## config.mk

```make
export PLATFORM = sky130hd
export DESIGN_NAME = matrix4_inverse_top
export DESIGN_NICKNAME = d
export VERILOG_FILES = /design/src/rtl/m4inv_pkg.sv /design/src/rtl/matrix4_inverse_top.sv
export SDC_FILE = /design/constraint.sdc
export NUM_CORES = 2
export LEC_CHECK = 0
export ABC_AREA = 1
export BUFFER_PORTS_ARGS = -buffer_cell sky130_fd_sc_hd__buf_4
export CORE_ASPECT_RATIO = 1.5
export CORE_MARGIN = 4
export CORE_UTILIZATION = 65
export DETAILED_ROUTE_END_ITERATION = 6
export PLACE_DENSITY = 0.81
export SYNTH_ARGS = -nofsm -noshare
export SYNTH_HDL_FRONTEND = slang
export SYNTH_SLANG_ARGS = --single-unit
```

## constraint.sdc

```tcl
create_clock -name clock -period 9.7 [get_ports clock]
set_input_delay 1.94 -clock clock [delete_from_list [all_inputs] [get_ports clock]]
set_output_delay 1.94 -clock clock [all_outputs]
set_load 0.02 [all_outputs]
```

## src/rtl/m4inv_pkg.sv

```systemverilog
// Package for the 4x4 matrix inverse: payload types, internal widths and sequencer codes.
package m4inv_pkg;

   // Widths of the shared datapath.
   localparam int ELEM_W     = 16;
   localparam int POS_W      = 4;
   localparam int VALUE_W    = 32;
   localparam int MINOR_W    = 33;
   localparam int COF_W      = 51;
   localparam int DET_W      = 70;
   localparam int MULB_W     = 34;
   localparam int PROD_W     = ELEM_W + MULB_W;
   localparam int CHUNK_W    = 26;
   localparam int FRAC_SHIFT = 24;
   localparam int NUM_W      = COF_W + FRAC_SHIFT;
   localparam int REM_W      = DET_W + 1;
   localparam int CNT_W      = 7;
   localparam int QUO_W      = VALUE_W - 1;
   localparam int SING_SHIFT = 8;

   localparam logic [VALUE_W-1:0] SAT_POS = {1'b0, {(VALUE_W-1){1'b1}}};
   localparam logic [VALUE_W-1:0] SAT_NEG = {1'b1, {(VALUE_W-1){1'b0}}};
   localparam logic [POS_W-1:0]   LAST_POS = {POS_W{1'b1}};

   // One input transaction.
   typedef struct packed {
      logic signed [ELEM_W-1:0] element;
      logic [POS_W-1:0]         position;
   } req_type;

   // One result transaction.
   typedef struct packed {
      logic signed [VALUE_W-1:0] value;
      logic [POS_W-1:0]          out_position;
      logic                      singular;
      logic                      last;
   } rsp_type;

   // Sequencer states.
   typedef enum logic [3:0] {
      ST_IDLE,
      ST_COF,
      ST_COF_END,
      ST_DET,
      ST_DET_END,
      ST_DET_ABS,
      ST_DIV_LD,
      ST_DIV,
      ST_OUT
   } state_type;

   // What to do with the registered product in the following cycle.
   typedef enum logic [2:0] {
      ACT_NONE,
      ACT_MSET,
      ACT_MSUB,
      ACT_CADD,
      ACT_CSUB,
      ACT_DLO,
      ACT_DHI
   } act_type;

   // Index i of a 3-entry list that leaves out the entry x of 0..3.
   function automatic logic [1:0] skip_index(input logic [1:0] i, input logic [1:0] x);
      logic [1:0] res;
      res = (i < x) ? i : i + 2'd1;
      return res;
   endfunction

endpackage

```

## src/rtl/matrix4_inverse_top.sv

```systemverilog
// Top level of the 4x4 matrix inverse by adjugate and exact per-element division.
//
// Channel  Direction  Handshake             Payload
// req      in         req_valid/req_stall   req_data  (m4inv_pkg::req_type)
// rsp      out        rsp_valid/rsp_stall   rsp_data  (m4inv_pkg::rsp_type)
//
// A transaction at positions 0 to 14 only writes the element store and yields nothing.
// Position 15 starts a run on one shared 16x34 multiplier: 16 cofactors, the
// determinant, then per result a load state, restoring division and an output
// state; a singular matrix skips the division.
// Synchronous active-high reset clears the element store and the control state.
// req_stall is high for the whole run; rsp_stall holds the output register and
// pauses the sequencer in its output state.
module matrix4_inverse_top (
   input  logic               clock,
   input  logic               reset,
   input  logic               req_valid,
   output logic               req_stall,
   input  m4inv_pkg::req_type req_data,
   output logic               rsp_valid,
   input  logic               rsp_stall,
   output m4inv_pkg::rsp_type rsp_data
);

   // State and storage.
   m4inv_pkg::state_type state_ff, state_in;
   m4inv_pkg::act_type   act_ff, act_in;
   logic signed [m4inv_pkg::ELEM_W-1:0]  store_ff [16];
   logic signed [m4inv_pkg::COF_W-1:0]   cof_ff [16];
   logic [3:0] k_ff, k_in;
   logic [1:0] j_ff, j_in;
   logic [2:0] s_ff, s_in;
   logic signed [m4inv_pkg::ELEM_W-1:0]  opa_ff, opa_in;
   logic signed [m4inv_pkg::PROD_W-1:0]  prod_ff;
   logic signed [m4inv_pkg::MINOR_W-1:0] minor_ff, minor_in;
   logic signed [m4inv_pkg::DET_W-1:0]   acc_ff, acc_in;
   logic                                 det_zero_ff;
   logic                                 dneg_ff;
   logic [m4inv_pkg::DET_W-1:0]          dmag_ff;
   logic                                 cneg_ff;
   logic [m4inv_pkg::NUM_W-1:0]          num_ff;
   logic [m4inv_pkg::REM_W-1:0]          rem_ff;
   logic [m4inv_pkg::QUO_W-1:0]          q_ff;
   logic                                 ovf_ff;
   logic [m4inv_pkg::CNT_W-1:0]          div_cnt_ff;
   logic                                 rsp_valid_ff;
   m4inv_pkg::rsp_type                   rsp_data_ff;

   // Combinational helpers.
   logic                                 req_accept;
   logic                                 rsp_free;
   logic [3:0]                           rd_addr;
   logic signed [m4inv_pkg::ELEM_W-1:0]  rd_elem;
   logic [3:0]                           cof_addr;
   logic signed [m4inv_pkg::COF_W-1:0]   cof_rd;
   logic signed [m4inv_pkg::ELEM_W-1:0]  mul_a;
   logic signed [m4inv_pkg::MULB_W-1:0]  mul_b;
   logic signed [m4inv_pkg::PROD_W-1:0]  mul_p;
   logic signed [m4inv_pkg::DET_W-1:0]   prod_ext;
   logic [1:0]                           row0, row1, row2;
   logic [1:0]                           ca, cb;
   logic                                 term_neg;
   logic [m4inv_pkg::COF_W-1:0]          cof_mag;
   logic [m4inv_pkg::REM_W-1:0]          rem_sh;
   logic [m4inv_pkg::REM_W-1:0]          dmag_ext;
   logic                                 quo_bit;
   logic [m4inv_pkg::VALUE_W-1:0]        quo_ext;
   logic [m4inv_pkg::VALUE_W-1:0]        out_value;

   assign req_accept = req_valid && !req_stall;
   assign req_stall  = (state_ff != m4inv_pkg::ST_IDLE);
   assign rsp_free   = !rsp_valid_ff || !rsp_stall;
   assign rsp_valid  = rsp_valid_ff;
   assign rsp_data   = rsp_data_ff;

   // Row and column selection of the 3x3 minor for cofactor k.
   assign row0     = m4inv_pkg::skip_index(2'd0, k_ff[3:2]);
   assign row1     = m4inv_pkg::skip_index(2'd1, k_ff[3:2]);
   assign row2     = m4inv_pkg::skip_index(2'd2, k_ff[3:2]);
   assign ca       = (j_ff == 2'd0) ? 2'd1 : 2'd0;
   assign cb       = (j_ff == 2'd2) ? 2'd1 : 2'd2;
   assign term_neg = j_ff[0] ^ k_ff[2] ^ k_ff[0];

   assign rd_elem = store_ff[rd_addr];
   assign cof_rd  = cof_ff[cof_addr];
   assign mul_p   = mul_a * mul_b;

   // Next state.
   always_comb begin
      state_in = state_ff;
      case (state_ff)
         m4inv_pkg::ST_IDLE: begin
            if (req_accept && req_data.position == m4inv_pkg::LAST_POS) begin
               state_in = m4inv_pkg::ST_COF;
            end
         end
         m4inv_pkg::ST_COF: begin
            if (s_ff == 3'd5 && j_ff == 2'd2) begin
               state_in = m4inv_pkg::ST_COF_END;
            end
         end
         m4inv_pkg::ST_COF_END: begin
            state_in = (k_ff == 4'd15) ? m4inv_pkg::ST_DET : m4inv_pkg::ST_COF;
         end
         m4inv_pkg::ST_DET: begin
            if (s_ff[0] && k_ff[1:0] == 2'd3) begin
               state_in = m4inv_pkg::ST_DET_END;
            end
         end
         m4inv_pkg::ST_DET_END: begin
            state_in = m4inv_pkg::ST_DET_ABS;
         end
         m4inv_pkg::ST_DET_ABS: begin
            state_in = (acc_ff == '0) ? m4inv_pkg::ST_OUT : m4inv_pkg::ST_DIV_LD;
         end
         m4inv_pkg::ST_DIV_LD: begin
            state_in = m4inv_pkg::ST_DIV;
         end
         m4inv_pkg::ST_DIV: begin
            if (div_cnt_ff == '0) begin
               state_in = m4inv_pkg::ST_OUT;
            end
         end
         m4inv_pkg::ST_OUT: begin
            if (rsp_free) begin
               if (k_ff == 4'd15) begin
                  state_in = m4inv_pkg::ST_IDLE;
               end else if (det_zero_ff) begin
                  state_in = m4inv_pkg::ST_OUT;
               end else begin
                  state_in = m4inv_pkg::ST_DIV_LD;
               end
            end
         end
         default: state_in = m4inv_pkg::ST_IDLE;
      endcase
   end

   // Sequencer outputs: counters, read addresses, multiplier operands and actions.
   always_comb begin
      k_in     = k_ff;
      j_in     = j_ff;
      s_in     = s_ff;
      opa_in   = opa_ff;
      act_in   = m4inv_pkg::ACT_NONE;
      rd_addr  = k_ff;
      cof_addr = {k_ff[1:0], k_ff[3:2]};
      mul_a    = opa_ff;
      mul_b    = m4inv_pkg::MULB_W'(rd_elem);
      case (state_ff)
         m4inv_pkg::ST_IDLE: begin
            k_in = 4'd0;
            j_in = 2'd0;
            s_in = 3'd0;
         end
         m4inv_pkg::ST_COF: begin
            case (s_ff)
               3'd0: begin
                  rd_addr = {row1, m4inv_pkg::skip_index(ca, k_ff[1:0])};
                  opa_in  = rd_elem;
               end
               3'd1: begin
                  rd_addr = {row2, m4inv_pkg::skip_index(cb, k_ff[1:0])};
                  act_in  = m4inv_pkg::ACT_MSET;
               end
               3'd2: begin
                  rd_addr = {row1, m4inv_pkg::skip_index(cb, k_ff[1:0])};
                  opa_in  = rd_elem;
               end
               3'd3: begin
                  rd_addr = {row2, m4inv_pkg::skip_index(ca, k_ff[1:0])};
                  act_in  = m4inv_pkg::ACT_MSUB;
               end
               3'd5: begin
                  rd_addr = {row0, m4inv_pkg::skip_index(j_ff, k_ff[1:0])};
                  mul_a   = rd_elem;
                  mul_b   = m4inv_pkg::MULB_W'(minor_ff);
                  act_in  = term_neg ? m4inv_pkg::ACT_CSUB : m4inv_pkg::ACT_CADD;
               end
               default: begin
               end
            endcase
            if (s_ff == 3'd5) begin
               s_in = 3'd0;
               j_in = (j_ff == 2'd2) ? 2'd0 : j_ff + 2'd1;
            end else begin
               s_in = s_ff + 3'd1;
            end
         end
         m4inv_pkg::ST_COF_END: begin
            k_in = k_ff + 4'd1;
            j_in = 2'd0;
            s_in = 3'd0;
         end
         m4inv_pkg::ST_DET: begin
            rd_addr  = {2'd0, k_ff[1:0]};
            cof_addr = {2'd0, k_ff[1:0]};
            mul_a    = rd_elem;
            if (s_ff[0]) begin
               mul_b  = m4inv_pkg::MULB_W'($signed(cof_rd[m4inv_pkg::COF_W-1:m4inv_pkg::CHUNK_W]));
               act_in = m4inv_pkg::ACT_DHI;
               k_in   = k_ff + 4'd1;
               s_in   = 3'd0;
            end else begin
               mul_b  = m4inv_pkg::MULB_W'($signed({1'b0, cof_rd[m4inv_pkg::CHUNK_W-1:0]}));
               act_in = m4inv_pkg::ACT_DLO;
               s_in   = 3'd1;
            end
         end
         m4inv_pkg::ST_DET_ABS: begin
            k_in = 4'd0;
         end
         m4inv_pkg::ST_OUT: begin
            if (rsp_free) begin
               k_in = k_ff + 4'd1;
            end
         end
         default: begin
         end
      endcase
   end

   // Accumulation of the registered product.
   always_comb begin
      prod_ext = m4inv_pkg::DET_W'(prod_ff);
      acc_in   = acc_ff;
      minor_in = minor_ff;
      case (act_ff)
         m4inv_pkg::ACT_MSET: minor_in = m4inv_pkg::MINOR_W'(prod_ff);
         m4inv_pkg::ACT_MSUB: minor_in = minor_ff - m4inv_pkg::MINOR_W'(prod_ff);
         m4inv_pkg::ACT_CADD: acc_in   = acc_ff + prod_ext;
         m4inv_pkg::ACT_CSUB: acc_in   = acc_ff - prod_ext;
         m4inv_pkg::ACT_DLO:  acc_in   = acc_ff + prod_ext;
         m4inv_pkg::ACT_DHI:  acc_in   = acc_ff + (prod_ext <<< m4inv_pkg::CHUNK_W);
         default: begin
         end
      endcase
   end

   // Division step and result formatting.
   always_comb begin
      cof_mag  = cof_rd[m4inv_pkg::COF_W-1] ? m4inv_pkg::COF_W'(-cof_rd)
                                            : m4inv_pkg::COF_W'(cof_rd);
      rem_sh   = {rem_ff[m4inv_pkg::REM_W-2:0], num_ff[m4inv_pkg::NUM_W-1]};
      dmag_ext = {1'b0, dmag_ff};
      quo_bit  = (rem_sh >= dmag_ext);
      quo_ext  = {1'b0, q_ff};
      if (det_zero_ff) begin
         out_value = m4inv_pkg::VALUE_W'(rd_elem) <<< m4inv_pkg::SING_SHIFT;
      end else if (cneg_ff != dneg_ff) begin
         out_value = ovf_ff ? m4inv_pkg::SAT_NEG : -quo_ext;
      end else begin
         out_value = ovf_ff ? m4inv_pkg::SAT_POS : quo_ext;
      end
   end

   // Control registers.
   always_ff @(posedge clock) begin
      if (reset) begin
         state_ff     <= m4inv_pkg::ST_IDLE;
         act_ff       <= m4inv_pkg::ACT_NONE;
         k_ff         <= 4'd0;
         j_ff         <= 2'd0;
         s_ff         <= 3'd0;
         rsp_valid_ff <= 1'b0;
         det_zero_ff  <= 1'b0;
         for (int i = 0; i < 16; i++) begin
            store_ff[i] <= '0;
         end
      end else begin
         state_ff <= state_in;
         act_ff   <= act_in;
         k_ff     <= k_in;
         j_ff     <= j_in;
         s_ff     <= s_in;
         if (req_accept) begin
            store_ff[req_data.position] <= req_data.element;
         end
         if (state_ff == m4inv_pkg::ST_DET_ABS) begin
            det_zero_ff <= (acc_ff == '0);
         end
         if (state_ff == m4inv_pkg::ST_OUT && rsp_free) begin
            rsp_valid_ff <= 1'b1;
         end else if (!rsp_stall) begin
            rsp_valid_ff <= 1'b0;
         end
      end
   end

   // Datapath registers.
   always_ff @(posedge clock) begin
      opa_ff   <= opa_in;
      prod_ff  <= mul_p;
      minor_ff <= minor_in;
      if (state_ff == m4inv_pkg::ST_IDLE) begin
         acc_ff <= '0;
      end else if (state_ff == m4inv_pkg::ST_COF_END) begin
         cof_ff[k_ff] <= m4inv_pkg::COF_W'(acc_in);
         acc_ff       <= '0;
      end else begin
         acc_ff <= acc_in;
      end
      if (state_ff == m4inv_pkg::ST_DET_ABS) begin
         dneg_ff <= acc_ff[m4inv_pkg::DET_W-1];
         dmag_ff <= acc_ff[m4inv_pkg::DET_W-1] ? m4inv_pkg::DET_W'(-acc_ff)
                                               : m4inv_pkg::DET_W'(acc_ff);
      end
      if (state_ff == m4inv_pkg::ST_DIV_LD) begin
         cneg_ff    <= cof_rd[m4inv_pkg::COF_W-1];
         num_ff     <= {cof_mag, {m4inv_pkg::FRAC_SHIFT{1'b0}}};
         rem_ff     <= '0;
         q_ff       <= '0;
         ovf_ff     <= 1'b0;
         div_cnt_ff <= m4inv_pkg::CNT_W'(m4inv_pkg::NUM_W - 1);
      end else if (state_ff == m4inv_pkg::ST_DIV) begin
         rem_ff     <= quo_bit ? rem_sh - dmag_ext : rem_sh;
         num_ff     <= num_ff << 1;
         q_ff       <= {q_ff[m4inv_pkg::QUO_W-2:0], quo_bit};
         ovf_ff     <= ovf_ff | q_ff[m4inv_pkg::QUO_W-1];
         div_cnt_ff <= div_cnt_ff - 1'b1;
      end
      if (state_ff == m4inv_pkg::ST_OUT && rsp_free) begin
         rsp_data_ff.value        <= out_value;
         rsp_data_ff.out_position <= k_ff;
         rsp_data_ff.singular     <= det_zero_ff;
         rsp_data_ff.last         <= (k_ff == m4inv_pkg::LAST_POS);
      end
   end

`ifndef ASSERT_OFF
   // A closing element starts the cofactor sweep in the next cycle.
   a_start_run: assert property (@(posedge clock) disable iff (reset)
      (req_accept && req_data.position == m4inv_pkg::LAST_POS)
         |=> (state_ff == m4inv_pkg::ST_COF))
      else $error("run did not start after the closing element");

   // A result issued from the output state appears on the port.
   a_issue: assert property (@(posedge clock) disable iff (reset)
      (state_ff == m4inv_pkg::ST_OUT && rsp_free) |=> rsp_valid_ff)
      else $error("issued result not presented");

   // The divider never runs against a zero determinant.
   a_div_nonzero: assert property (@(posedge clock) disable iff (reset)
      (state_ff == m4inv_pkg::ST_DIV) |-> (dmag_ff != '0))
      else $error("division by a zero determinant");

   // A singular result is a Q8.8 element widened, so its low byte is clear.
   a_singular_low: assert property (@(posedge clock) disable iff (reset)
      (rsp_valid_ff && rsp_data_ff.singular) |-> (rsp_data_ff.value[7:0] == 8'd0))
      else $error("singular result carries fraction bits");
`endif

endmodule

```

==> out/metrics.cfg <==
[critical_path]
cpPeakStageDelay_ps=550
arrival_ps=10150
cp_common_cell=inv_1
crit_type=reg -> reg
path_max_fanout=30
crit_path_top_delay_cell=fa_1
start_kind=register
required_ps=10440
critPathCaptureType=register

[floorplanning]
io-pin-count=64
dieHeight_um=495.2
dieArea_um2=164800
coreArea_um2=157000
die_w_um=332.8
row_count=178
start_util_pct=65.52

[timing]
clock.fmax_mhz=106.2
clock_skew_ps=94.52
fin_crit_ps=9417
setup_ws_ps=283.4
relSlewSlack_pct=-5.677
fin_crit_sh_pct=97.08
drv_slew=2
rsz0062_at_grt=true
finalSetupViolations=0
tightest_slew_ps=1572
setup_tns_ps=0
hold_viol_final=0

[synthesis]
synthMuxAreaShare_pct=0
synthTopCellsByCount=nand2_1, inv_1, edfxtp_1, nor2_1, nand3_1
synth_top_family_by_area=simple AND/OR/NAND/NOR gates
synth_xor_area_share_pct=2.537
ys_types=68
synthSimpleGateAreaFrac_pct=21.72
synth.net_count=13213
synth_most_common_cell=nand2_1
synth_top_area_cell=edfxtp_1
async_flop_share_pct=0
synthCells=12331
yosys-top-cells-area=edfxtp_1, nand2_1, fa_1
netlist_area_um2=102900
yosysSeqAreaShare_pct=42.23
yosys.area.top_type_share_pct=37.42
ys.flop_type=edfxtp_1
syn_area_per_cell_um2=8.343
synth_compound_area_share_pct=9.288
yosysWarnings=0
synth_edf_count=1282
yosys.area_share.adder_pct=14.16
synth_seq_cells=1529

[placed_design]
hpwl_um=268600
portBuffers=63
pre_cts_slack_ps=90.43
finalWeightedCongestion=1.071

[routing]
drt-wirelength-per-cell_um=26.42
drtPass1Iterations=7
drt_iter0_drc=13775
dr_total_vias=93306
drcViolationCount=14
drtAntennaViolNets=0
wl_um=385500
via_per_inst=6.394

[clocking]
cts_buffers=144
cts_tree=yes
cts_buffer_depth=3
h-tree-depth=4
clk_latency_ps=870
ctsHoldBuffers=0
cts_num_sinks=1529
root_buffer=clkbuf_16
path_clk_slew_ps=70

[global_route]
grt_pass1_wl_um=566300
antenna_found_initial=19
grt.total_usage_pct=45.75
grt-ovfl-total=0
grt_pass1_vias=94620
grt_max_degree=87

[job]
drv_cap=1

[min_path]
hp-class=reg -> reg

[cells_and_area]
syn_to_final_growth_pct=8.681
nets=13277
drive_gt1_share_pct=6.784
finalCoreUtilization_pct=71.21

[run_status]
status=finished with violations
violations=design-rule violations, max-capacitance violations, max-slew violations

==> area by class of cell <==
cell class,count,area (µm²)
clock buffer,169,3770
antenna,7,17.52
tap,2070,2590
timing repair buffer,375,3279
clock inverter,97,1175
multi-input combinational,8212,49520
fill,11347,45200
inverter,2133,8015
sequential,1529,43440
==> layer usage <==
| layer | vias up | track usage (%) | share of wire (%) |
|---|---|---|---|
| met5 | - | 0 | 0.021 |
| met4 | 12 | 38.89 | 11 |
| met3 | 2448 | 11.02 | 12 |
| met2 | 7384 | 75.44 | 46 |
| met1 | 43384 | 49.82 | 31 |
| li1 | 40078 | - | - |
==> state kept, by name (all words and copies together), names as in the netlist, 2 cells and up <==
name	cells
minor_ff	33
prod_ff	50
s_ff	3
j_ff	2
state_ff	4
rsp_data	38
dmag_ff	70
num_ff	51
cof_ff	816
div_cnt_ff	7
store_ff	256
act_ff	3
q_ff	31
acc_ff	70
opa_ff	16
k_ff	4
rem_ff	70
==> worst max-delay path: cells and delay by family (launching register included) <==
| kind | cells | cell delay (ps) |
|---|---|---|
| flip-flops | 1 | 450 |
| buffers and inverters | 16 | 2400 |
| XOR/XNOR | 1 | 130 |
| AO/OA/AOI/OAI | 9 | 1410 |
| AND/OR/NAND/NOR | 11 | 1800 |
| adder cells (fa/ha/maj) | 7 | 3090 |
==> cells in the final DEF, fill, tap and decap left out, types with 146 or more instances in the layout <==
cell type  Yosys  layout
a21oi_1      741     737
buf_4         42     335
clkbuf_16      0     146
dfxtp_1      247     246
edfxtp_1    1282    1282
fa_1         510     509
ha_1         348     348
inv_1       2087    2083
nand2_1     2814    2799
nand3_1     1081    1080
nor2_1      1101    1076
o21ai_0      545     539
xor2_1       210     210
==> cell families after synthesis <==
logic type,after synthesis
XOR/XNOR,298
AO/OA/AOI/OAI,1698
buffers and inverters,2594
AND/OR/NAND/NOR,5354
flip-flops,1529
adder cells (fa/ha/maj),858
==> path summary, 6_finish.rpt <==
kind / cells after the start / slack (ps) / end / start
worst max-delay path: 44 / 280 / prod_ff[48] / state_ff[1]
worst min-delay path: 2 / 470 / div_cnt_ff[0] / div_cnt_ff[0]
worst max register to register: 44 / 280 / prod_ff[48] / state_ff[1]
worst min register to register: 2 / 470 / div_cnt_ff[0] / div_cnt_ff[0]
==> per-stage QoR <==
step | instances | area (µm²) | hold WS [ps]
6_report | 14592 | 111800 | 471.6
3_5_place_dp | 14299 | 106500 | 467.8
2_1_floorplan | 12331 | 102900 | 406.4
4_1_cts | 14565 | 111400 | 476.7
3_3_place_gp | 14299 | 106500 | 448.5
5_1_grt | 14587 | 111800 | 496.4
==> timing repair <==
action / in CTS / in global routing
endpoints found under the setup margin: 0 / 30
gates resized for setup: 0 / 50
buffers inserted: 0 / 15
Power is not shown: default switching activity piles up to over one toggle a cycle in this logic, so the estimate is an artifact.
